## config.mk

```make
export PLATFORM = sky130hd
export DESIGN_NAME = mtws_divider
export DESIGN_NICKNAME = d
export VERILOG_FILES = /design/src/rtl/core/mtws_pkg.sv /design/src/rtl/core/mtws_divider.sv
export SDC_FILE = /design/constraint.sdc
export NUM_CORES = 1
export LEC_CHECK = 0
export BUFFER_PORTS_ARGS = -buffer_cell sky130_fd_sc_hd__buf_2
export CAP_MARGIN = 20
export CORE_ASPECT_RATIO = 1.75
export CORE_UTILIZATION = 35
export DETAILED_ROUTE_END_ITERATION = 7
export PLACE_DENSITY = 0.53
export SLEW_MARGIN = 20
export SYNTH_ARGS = -nofsm -noshare
export SYNTH_HDL_FRONTEND = slang
export SYNTH_SLANG_ARGS = --single-unit
```

## constraint.sdc

```tcl
create_clock -name clk -period 9.3 [get_ports clk]
set_clock_uncertainty 0.15 [all_clocks]
set_input_delay 1.395 -clock clk [delete_from_list [all_inputs] [get_ports clk]]
set_output_delay 1.395 -clock clk [all_outputs]
set_load 0.02 [all_outputs]
```

## src/rtl/core/mtws_pkg.sv

```systemverilog
// Package for the masked tricube weighted smoother core.
// Holds sizes, register indexes and input mode codes. No dependencies.
`default_nettype none
package mtws_pkg;
    localparam int MAX_GRID_WIDTH  = 256;
    localparam int MAX_GRID_HEIGHT = 256;
    localparam int MAX_SPAN        = 16;
    localparam int CW  = $clog2(MAX_GRID_WIDTH);
    localparam int RW  = $clog2(MAX_GRID_HEIGHT);
    localparam int SW  = $clog2(MAX_SPAN);
    localparam int CFG_IDX_W  = 3;
    localparam int CFG_DATA_W = 16;
    localparam int NUM_W = 16 + 15 + CW + RW + 2;
    localparam int DEN_W = 15 + CW + RW + 2;

    typedef enum logic [1:0] {
        MODE_SAMPLE = 2'd0,
        MODE_WEIGHT = 2'd1,
        MODE_QUERY  = 2'd2,
        MODE_NONE   = 2'd3
    } mode_t;

    localparam logic [CFG_IDX_W-1:0] REG_GRID_WIDTH  = 3'd0;
    localparam logic [CFG_IDX_W-1:0] REG_GRID_HEIGHT = 3'd1;
    localparam logic [CFG_IDX_W-1:0] REG_SPAN_X      = 3'd2;
    localparam logic [CFG_IDX_W-1:0] REG_SPAN_Y      = 3'd3;
    localparam logic [CFG_IDX_W-1:0] REG_MASK_VALUE  = 3'd4;

    typedef struct packed {
        logic       start;
        logic [NUM_W-1:0] num;
        logic [DEN_W-1:0] den;
    } div_req_t;
endpackage
`default_nettype wire

```

## src/rtl/core/mtws_divider.sv

```systemverilog
// Restoring divider: rounded signed quotient of num by den, saturated to 16 bits.
// Depends on mtws_pkg.
`default_nettype none
module mtws_divider (
    input  wire logic            clk,
    input  wire logic            rst_n,
    input  wire mtws_pkg::div_req_t req,
    output logic                 done,
    output logic signed [15:0]   quot
);
    import mtws_pkg::*;
    localparam int DW = NUM_W + 1;
    localparam int CNT_W = $clog2(DW + 1);

    logic [DW-1:0]    dvd_reg;
    logic [DW:0]      rem_reg;
    logic [DW:0]      dvs_reg;
    logic [CNT_W-1:0] cnt_reg;
    logic             busy_reg;
    logic             neg_reg;
    logic [DW:0]      trial;
    logic [DW:0]      shifted;

    assign shifted = {rem_reg[DW-1:0], dvd_reg[DW-1]};
    assign trial   = shifted - dvs_reg;

    always_ff @(posedge clk or negedge rst_n) begin
        if (!rst_n) begin
            busy_reg <= 1'b0;
            done     <= 1'b0;
            cnt_reg  <= '0;
        end else begin
            done <= 1'b0;
            if (req.start) begin
                busy_reg <= 1'b1;
                cnt_reg  <= CNT_W'(DW);
                neg_reg  <= req.num[NUM_W-1];
                // 2*|num| + den, divided by 2*den
                dvd_reg  <= ({1'b0, (req.num[NUM_W-1] ? -req.num : req.num)} << 1)
                            + DW'(req.den);
                dvs_reg  <= (DW+1)'({req.den, 1'b0});
                rem_reg  <= '0;
            end else if (busy_reg) begin
                dvd_reg <= {dvd_reg[DW-2:0], ~trial[DW]};
                rem_reg <= trial[DW] ? shifted : trial;
                cnt_reg <= cnt_reg - 1'b1;
                if (cnt_reg == CNT_W'(1)) begin
                    busy_reg <= 1'b0;
                    done     <= 1'b1;
                end
            end
        end
    end

    always_comb begin
        if (neg_reg) begin
            quot = (dvd_reg > DW'(32768)) ? 16'sh8000 : 16'(-dvd_reg);
        end else begin
            quot = (dvd_reg > DW'(32767)) ? 16'sh7fff : 16'(dvd_reg);
        end
    end
endmodule
`default_nettype wire

```

---- After elaboration in Yosys (flattened, before gate mapping) ----
Cells that the tools add are included.
word-level totals
  flip-flop bits (word level) ............. 143
  input port bits ......................... 85
cells by class
  $add $sub $neg .......................... 5
  $lt $le $gt $ge ......................... 2
  equal/unequal tests ..................... 1
  muxes and demuxes ....................... 16
  bitwise gates (word level) .............. 1
  reduce and logical (&&, ||, !) cells .... 3
operators by type and width
  kind                    count
  $mux W51                2
  $mux W50                2
  $sub A51 B34 Y51        1
  $add A50 B33 Y50        1
  $gt A50 B15 Y1 const B  1
  $gt A50 B16 Y1 const B  1
  $mux W49                1
  $neg A49 Y49            1
  $mux W16                3
  $neg A16 Y16            1
  $mux W6                 2
  $eq A6 B1 Y1 const B    1
  $mux W1                 6
  $sub A6 B1 Y6 const B   1
  $reduce_and A2 Y1       2
  $reduce_bool A2 Y1      1
  $not A1 Y1              1

---- Longest topological paths before layout ----
Gate-level depths: netlist of run 1.
  depth after elaboration ................. 4
  depth in mapped cells ................... 18
  mapped depth without buffers ............ 17

---- Least setup slack after synthesis of run 1 ----
No wires, ideal clock.
  path kind ............................... input port to flip-flop
  start point ............................. input port req[34] (netlist bit)
  end point ............................... register dvd_reg[42] (data pin)
  arrival time ............................ 4972 ps
  path slack .............................. 3918 ps
  stages on the path ...................... 17
  path buffers ............................ 2
  cell sequence ........................... inv_1 > ha_1 > nor4b_1 > nand4_2 > buf_6 > o21ai_0 > xnor2_1 > ha_1 > clkbuf_1 > nand3_1 > nor4_1 > o21a_1 > o21ai_0 > a31oi_1 > or3b_1 > xor2_1 > mux2_4
on the way
  word-level cells in the longest chain between the ends .. 4
ends and longest elaborated chain
  what                    line                text
  start: declaration      mtws_divider.sv:7   input wire mtws_pkg::div_req_t req,
  $neg A49 Y49            mtws_divider.sv:39  dvd_reg <= ({1'b0, (req.num[NUM_W-1] ? -req.num : req.num)} << 1)
  $mux W49 (*)            mtws_divider.sv:39
  $add A50 B33 Y50 (*)    mtws_divider.sv:40  + DW'(req.den);
  $mux W50 (*)            mtws_divider.sv:34  if (req.start) begin
  end signal: assignment  mtws_divider.sv:39
  end signal: assignment  mtws_divider.sv:44  dvd_reg <= {dvd_reg[DW-2:0], ~trial[DW]};
  end: declaration        mtws_divider.sv:15  logic [DW-1:0] dvd_reg;
Every way passes the cells marked *; elsewhere a longest branch is shown, timed or not.
A chain may end at the register's enable or synchronous reset.

---- Final worst setup path of run 1 ----
  start point ............................. input port req[38] (netlist bit)
  end point ............................... register dvd_reg[42] (data pin)
The elaborated chain is that of the path after synthesis.

==> summary.txt, run 1 <==
STA
  – RSZ-0062 raised after global routing: no
  – Final slew viol count: 0
  – WHS: 0.373 ns
  – Sum Neg Setup Slack: 0 ns
  – Final setup margin: 3.03 ns
  – Final min period: 6.27 ns
  – Fmax: 159 MHz
  – Final Setup Violations: 0
  – Final period util: 67.4%
  – Slew HR: 34.9%
  – Hold Fails Final Rpt: 0
  – Tightest Pin Transition: 0.977 ns

Pwr
  – Clk pwr share: 31.1%
  – Overall Power: 2290 uW
  – Share of power burned in registers: 37.1%
  – Switching Share: 34.8%
  – Peak VDD IR: 0.137 mV
  – Comb power frac: 31.8%
  – Int Pwr: 1500 uW
  – Leakage power: 0.00541 uW
  – Net switching power: 798 uW
  – PD cells: 164 mW/mm^2

Logic synthesis
  – Largest family of logic cells by synthesized area: simple AND/OR/NAND/NOR gates
  – Multiplexer area fraction after synthesis: 2.98%
  – Synth Area in XOR/XNOR: 7.59%
  – #FFs+latches synth: 142
  – Simple logic cell fraction of the synthesized area: 22.1%
  – Syn. warnings: 0
  – Dominant cells by area after synthesis: edfxtp_1, ha_1, nand2_1, xnor2_1, nor2_1
  – Compound-cell area share of the yosys netlist: 21.4%
  – Register area share after synthesis: 33.9%
  – Post-synthesis cell area: 0.0125 sq mm
  – Largest area contributor in the netlist: edfxtp_1
  – Synthesized net count: 1582
  – Post-synth cell types: 89
  – Cells after Synth: 1422
  – Syn_area_per_cell: 8.76 sq um
  – Top_reg_cell synth: edfxtp_1
  – Synth top area share: 32.3%
  – Post-synthesis async set-or-reset flop share: 5.63%
  – EDFF count, synth: 134
  – Synth Area in Adders: 7.66%

Placed design
  – Routability Congestion: 0.981
  – Placed cell area: 0.0134 sq mm
  – DP Worst Slack: 2.58 ns
  – Detailed Place HPWL: 32800 um
  – # port buffers: 101

Routing
  – Post-route ant nets: 0
  – WL/cell: 21.1 um
  – 1st-iter DRT viols: 578
  – Via density: 5.82
  – DRC violations left: 0
  – Total wire length: 41700 um
  – Routed via count: 11500
  – TritonRoute pass-1 iters: 5

Critical path
  – CP Capture Type: flip-flop
  – Worst path slowest cell: a31oi_1
  – CP peak stage delay: 0.73 ns
  – CP max FO: 9
  – Critical path class: in2reg
  – Crit path required time: 9.35 ns
  – Worst path cell trace: buf_2, nor4_4, nand3b_1, nor2_1, nand2_1, o31ai_1, xnor2_1, ha_1, nand3_1, nor4_1, o21a_1, o21ai_0, a31oi_1, or3b_1, xor2_1, mux2_4
  – WP data arrival: 6.32 ns
  – Setup crit start kind: input port

Final layout
  – Fin area: 0.0140 sq mm
  – # diodes: 0
  – Ratio of cells with drive above 1 in the final layout: 14.1%
  – Area delta synth->final: 12.3%
  – # nets final: 1655

Clock network
  – Clk sinks: 142
  – Cts bufs inserted: 17
  – Clock Latency Late Sink: 0.45 ns
  – CTS tree: built
  – H-tree depth: 4
  – Cts repair resizes: 0
  – Clock Tree Root: clkbuf_16
  – CTS Buffer Depth: 2
  – Clk slew on worst S/H paths: 0.06 ns
  – CTS Hold Bufs: 0
  – Setup Fix Bufs, Post-CTS: 0

Global routing
  – First-pass GRT wire length: 63900 um
  – Initial antenna violation count: 2
  – Total overflow reported by the global router: 0
  – Vias in the first global route: 11400
  – Largest net degree at the start of global routing: 90
  – GRT Total Usage: 23.6%

Worst hold path
  – Hold Crit Class: reg2reg

Die
  – # rows: 91
  – Die ar.: 0.0364 sq mm
  – Die Y: 252 um
  – Die W: 145 um
  – Starting Density: 35.4%
  – CORE AREA: 0.0352 sq mm
  – Top Ports: 102

Outcome
  – Status: finished, final reports clean

Job
  – Max_cap viols: 0
-- power by group through the flow --
stage / Combinational, uW / Clock, uW / Sequential, uW
floorplan: 512 / 0 / 836
global placement: 720 / 0 / 863
detailed placement: 724 / 0 / 864
CTS: 728 / 726 / 851
global route: 797 / 749 / 859
finish: 729 / 713 / 852
-- metal layers --
layer,global-route usage (%),up-vias,routed length (um)
met5,0,-,20
met4,17.1,4,2910
met3,2.83,124,1450
met2,44.8,332,23000
met1,23.0,5516,14300
li1,-,5510,-
-- synth_stat cells, types with 6 or more instances --
| library cell | n |
|---|---|
| nand2b_1 | 14 |
| nor3_1 | 43 |
| o31ai_1 | 20 |
| dfrtp_1 | 8 |
| inv_1 | 83 |
| buf_2 | 6 |
| a311oi_1 | 30 |
| and4_1 | 9 |
| o2111ai_1 | 6 |
| a21o_1 | 27 |
| or4_1 | 9 |
| and3_1 | 9 |
| clkbuf_1 | 43 |
| or3_1 | 26 |
| a21oi_1 | 88 |
| nand2_1 | 157 |
| nor4_1 | 21 |
| o21ai_0 | 73 |
| o21bai_1 | 9 |
| nand4_1 | 21 |
| o311ai_0 | 13 |
| nor2b_1 | 9 |
| mux2_2 | 29 |
| o21a_1 | 9 |
| ha_1 | 73 |
| edfxtp_1 | 134 |
| nor2_1 | 118 |
| nand3_1 | 45 |
| o211ai_1 | 11 |
| o41ai_1 | 13 |
| a211oi_1 | 25 |
| xnor2_1 | 67 |
| a31oi_1 | 18 |
| and2_1 | 11 |
| xor2_1 | 41 |
| or2_2 | 10 |
-- cell usage in the layout, fill, tap and decap left out, types with 27 or more instances in the layout --
cell and instances:
a21oi_1 88, a21o_1 27, xnor2_1 67, mux2_2 29, nor3_1 43, nand2_1 157
nor2_1 117, edfxtp_1 134, xor2_1 41, o21ai_0 73, inv_1 83, a311oi_1 30
nand3_1 45, ha_1 73, buf_2 100
-- layout make-up --
class,count,area [sq um]
well taps,465,582
flip-flops and latches,142,4230
clock inverters,13,165
repair buffers,109,568
fillers,3587,21200
multi-input cells,1141,7700
clock buffers,19,433
inverters,84,315
-- through the flow --
stage,instances,utilization [%]
after floorplan,1422,-
after global placement,1941,38.1
after detailed placement,1941,38.1
after CTS,1973,39.8
after global routing,1973,39.8
final,1973,39.8
-- logic make-up after synthesis --
family	Yosys count
xor+xnor	108
fa+ha+maj	75
mux	33
compound gates	390
buf+inv	139
simple gates	535
flops	142
-- worst max-delay path: cells and delay by family --
family	cells	cell delay, ns
buffers and inverters	1	0.12
adder cells (fa/ha/maj)	1	0.39
XOR/XNOR	2	0.25
multiplexers	1	0.27
AND/OR/NAND/NOR	7	2.40
AO/OA/AOI/OAI	4	1.45
-- path summary, 6_finish.rpt --
| path | cells past startpoint | from | to | slack, ns |
|---|---|---|---|---|
| setup / recovery | 16 | req[38] | dvd_reg[42] | 3.03 |
| hold / removal | 1 | cnt_reg[4] | done | 0.37 |
| setup reg to reg | 11 | rem_reg[12] | rem_reg[4] | 4.80 |
| hold reg to reg | 1 | cnt_reg[4] | done | 0.37 |
| max in group asynchronous | 2 | rst_n | busy_reg | 7.34 |
| min in group asynchronous | 1 | rst_n | done | 0.63 |
Power figures use the tool's default switching activity.
==> inputs of run 2 (changes only) <==
clock period = 6.01 ns   (was 9.3 ns; I/O delays follow)
==> run 2 against run 1 <==
  * Sequential power increased by 54%
  * Via count decreased by 0.58%
  * Non-clock buffer count increased by 8
  * Worst hold slack about the same
  * Final area increased by 0.45%
  * Utilization increased by 0.18 points
  * Total power increased by 55%
  * Critical endpoint is now quot[2]
==> summary.txt, run 2 (same netlist as run 1, synthesis figures left out) <==
Critical path
  – WP data arrival: 4.25 ns (-2.07 ns)
  – Setup crit start kind: flip-flop
  – CP max FO: 12 (+3)
  – R2r startpoint: rem_reg[12]
  – CP startpoint: dvd_reg[0]
  – Crit path required time: 4.96 ns (-4.39 ns)
  – CP Capture Type: output pin
  – Critical path class: reg2out

Routing
  – Routed via count: 11400 (-0.58%)
  – 1st-iter DRT viols: 495 (-14%)
  – Post-route ant nets: 0 (unchanged)
  – DRC violations left: 0 (unchanged)
  – Total wire length: 42100 um (+0.92%)
  – TritonRoute pass-1 iters: 5 (unchanged)
  – WL/cell: 21.2 um (+0.46%)
  – Via density: 5.76 (-1.0%)

STA
  – Final Setup Violations: 0 (unchanged)
  – Slew HR: 35.0% (+0.074 points)
  – Final period util: 88.2%
  – Hold Fails Final Rpt: 0 (unchanged)
  – Final min period: 5.30 ns
  – Sum Neg Setup Slack: 0 ns (unchanged)
  – WHS: 0.373 ns (+0.000264 ns)
  – Final setup margin: 0.709 ns (-2.32 ns)
  – Tightest Pin Transition: 0.963 ns (-0.0137 ns)
  – Final slew viol count: 0 (unchanged)
  – Fmax: 189 MHz
  – RSZ-0062 raised after global routing: no

Die
  – CORE AREA: 0.0352 sq mm (unchanged)
  – Starting Density: 35.4% (unchanged)
  – Die W: 145 um (unchanged)
  – Top Ports: 102 (unchanged)
  – Die Y: 252 um (unchanged)
  – # rows: 91 (unchanged)
  – Die ar.: 0.0364 sq mm (unchanged)

Final layout
  – # nets final: 1663 (+0.48%)
  – Commonest cells after routing, fill and taps aside: nand2_1, edfxtp_1, nor2_1
  – Commonest non-fill, non-tap cell in the layout: nand2_1
  – Fin area: 0.0141 sq mm (+0.45%)
  – Fillers: 3531 (-1.6%)
  – Fin cells: 1982 (+0.46%)
  – Area delta synth->final: 12.8%
  – Ratio of cells with drive above 1 in the final layout: 14.6% (+0.52 points)

Placed design
  – DP Worst Slack: 0.538 ns (-2.04 ns)
  – # port buffers: 101 (unchanged)
  – Detailed Place HPWL: 33900 um (+3.3%)
  – Placed cell area: 0.0135 sq mm (+0.45%)
  – Dpl cells: 1949 (+0.41%)
  – Routability Congestion: 1.00 (+2.0%)

Global routing
  – Total overflow reported by the global router: 0 (unchanged)
  – GRT Total Usage: 24.2% (+0.54 points)
  – First-pass GRT wire length: 65300 um (+2.2%)
  – Vias in the first global route: 11600 (+1.8%)
  – Largest net degree at the start of global routing: 69 (-23%)
  – Initial antenna violation count: 1 (-1)

Pwr
  – PD cells: 253 mW/mm^2 (+54%)
  – Peak VDD IR: 0.224 mV (+64%)
  – Leakage power: 0.00546 uW (+0.96%)

Clock network
  – Clk slew on worst S/H paths: 0.07 ns (about the same)
  – CTS Buffer Depth: 2 (unchanged)
  – H-tree depth: 4 (unchanged)
  – Setup Fix Bufs, Post-CTS: 0 (unchanged)
  – Cts bufs inserted: 17 (unchanged)
  – CTS tree: built
  – Cts repair resizes: 0 (unchanged)
  – Clock Latency Late Sink: 0.45 ns (about the same)
  – Clock Tree Root: clkbuf_16
  – CTS Hold Bufs: 0 (unchanged)
  – Clk sinks: 142 (unchanged)

Worst hold path
  – Hold Crit Class: reg2reg
  – Worst hold start: cnt_reg[4]

Job
  – Max_cap viols: 0 (unchanged)

Outcome
  – Status: finished, final reports clean
## run 2: changes by cell type in the layout (fill, tap and decap cells not counted), sizes merged
| cell | previous run | this run |
|---|---|---|
| buf | 109 | 117 |
| inv | 86 | 90 |
| clkinvlp | 3 | 1 |
| clkbuf | 19 | 23 |
| clkinv | 5 | 2 |
| diode | 0 | 1 |
| bufinv | 3 | 0 |
## run 2: power by group
part,internal (uW),switching (uW)
Sequential,1220,94.9
Combinational,447,694
Clock,631,461
## run 2: path summary, 6_finish.rpt
path | to | slack [ns] | cells after the start
max | quot[2] | 0.71 | 12
min | done | 0.37 | 1
max reg2reg | rem_reg[26] | 1.61 | 11
min reg2reg | done | 0.37 | 1
max in group asynchronous | busy_reg | 4.36 | 2
min in group asynchronous | cnt_reg[2] | 0.98 | 2
## run 2: metrics by stage
| stage | total power, uW | util [%] |
|---|---|---|
| 6_report | 3550 | 39.9 |
| 5_1_grt | 3720 | 39.9 |
| 3_5_place_dp | 2470 | 38.2 |
| 2_1_floorplan | 2090 | - |
| 4_1_cts | 3560 | 39.9 |
| 3_3_place_gp | 2460 | 38.2 |
## run 2: worst max-delay path: stages, from the launching register on
cell and delay [ns]:
edfxtp_1 0.41, inv_1 0.14, ha_1 0.19, nor3b_1 0.39
nand4_1 0.16, or3_1 0.37, or3_1 0.37, o21ai_1 0.24
nand2_1 0.27, inv_1 0.22, nand2_1 0.25, o311ai_0 0.54
buf_2 0.26
## run 2: area by class of cell
cell class	instances	area [sq um]	share of cell area [%]
clock buffers	23	533	3.79
flip-flops and latches	142	4230	30.1
diodes	1	2.50	0.0178
repair buffers	117	628	4.47
well taps	465	582	4.14
clock inverters	9	65.1	0.463
multi-input cells	1141	7700	54.8
inverters	84	315	2.24
## run 2: per-layer routing
metal | track usage [%] | part of all wire [%] | up-vias
met3 | 3.19 | 3.2 | 117
li1 | - | - | 5520
met2 | 46.4 | 55 | 323
met5 | 0 | 0 | -
met4 | 17.2 | 7.3 | 0
met1 | 22.9 | 34 | 5459
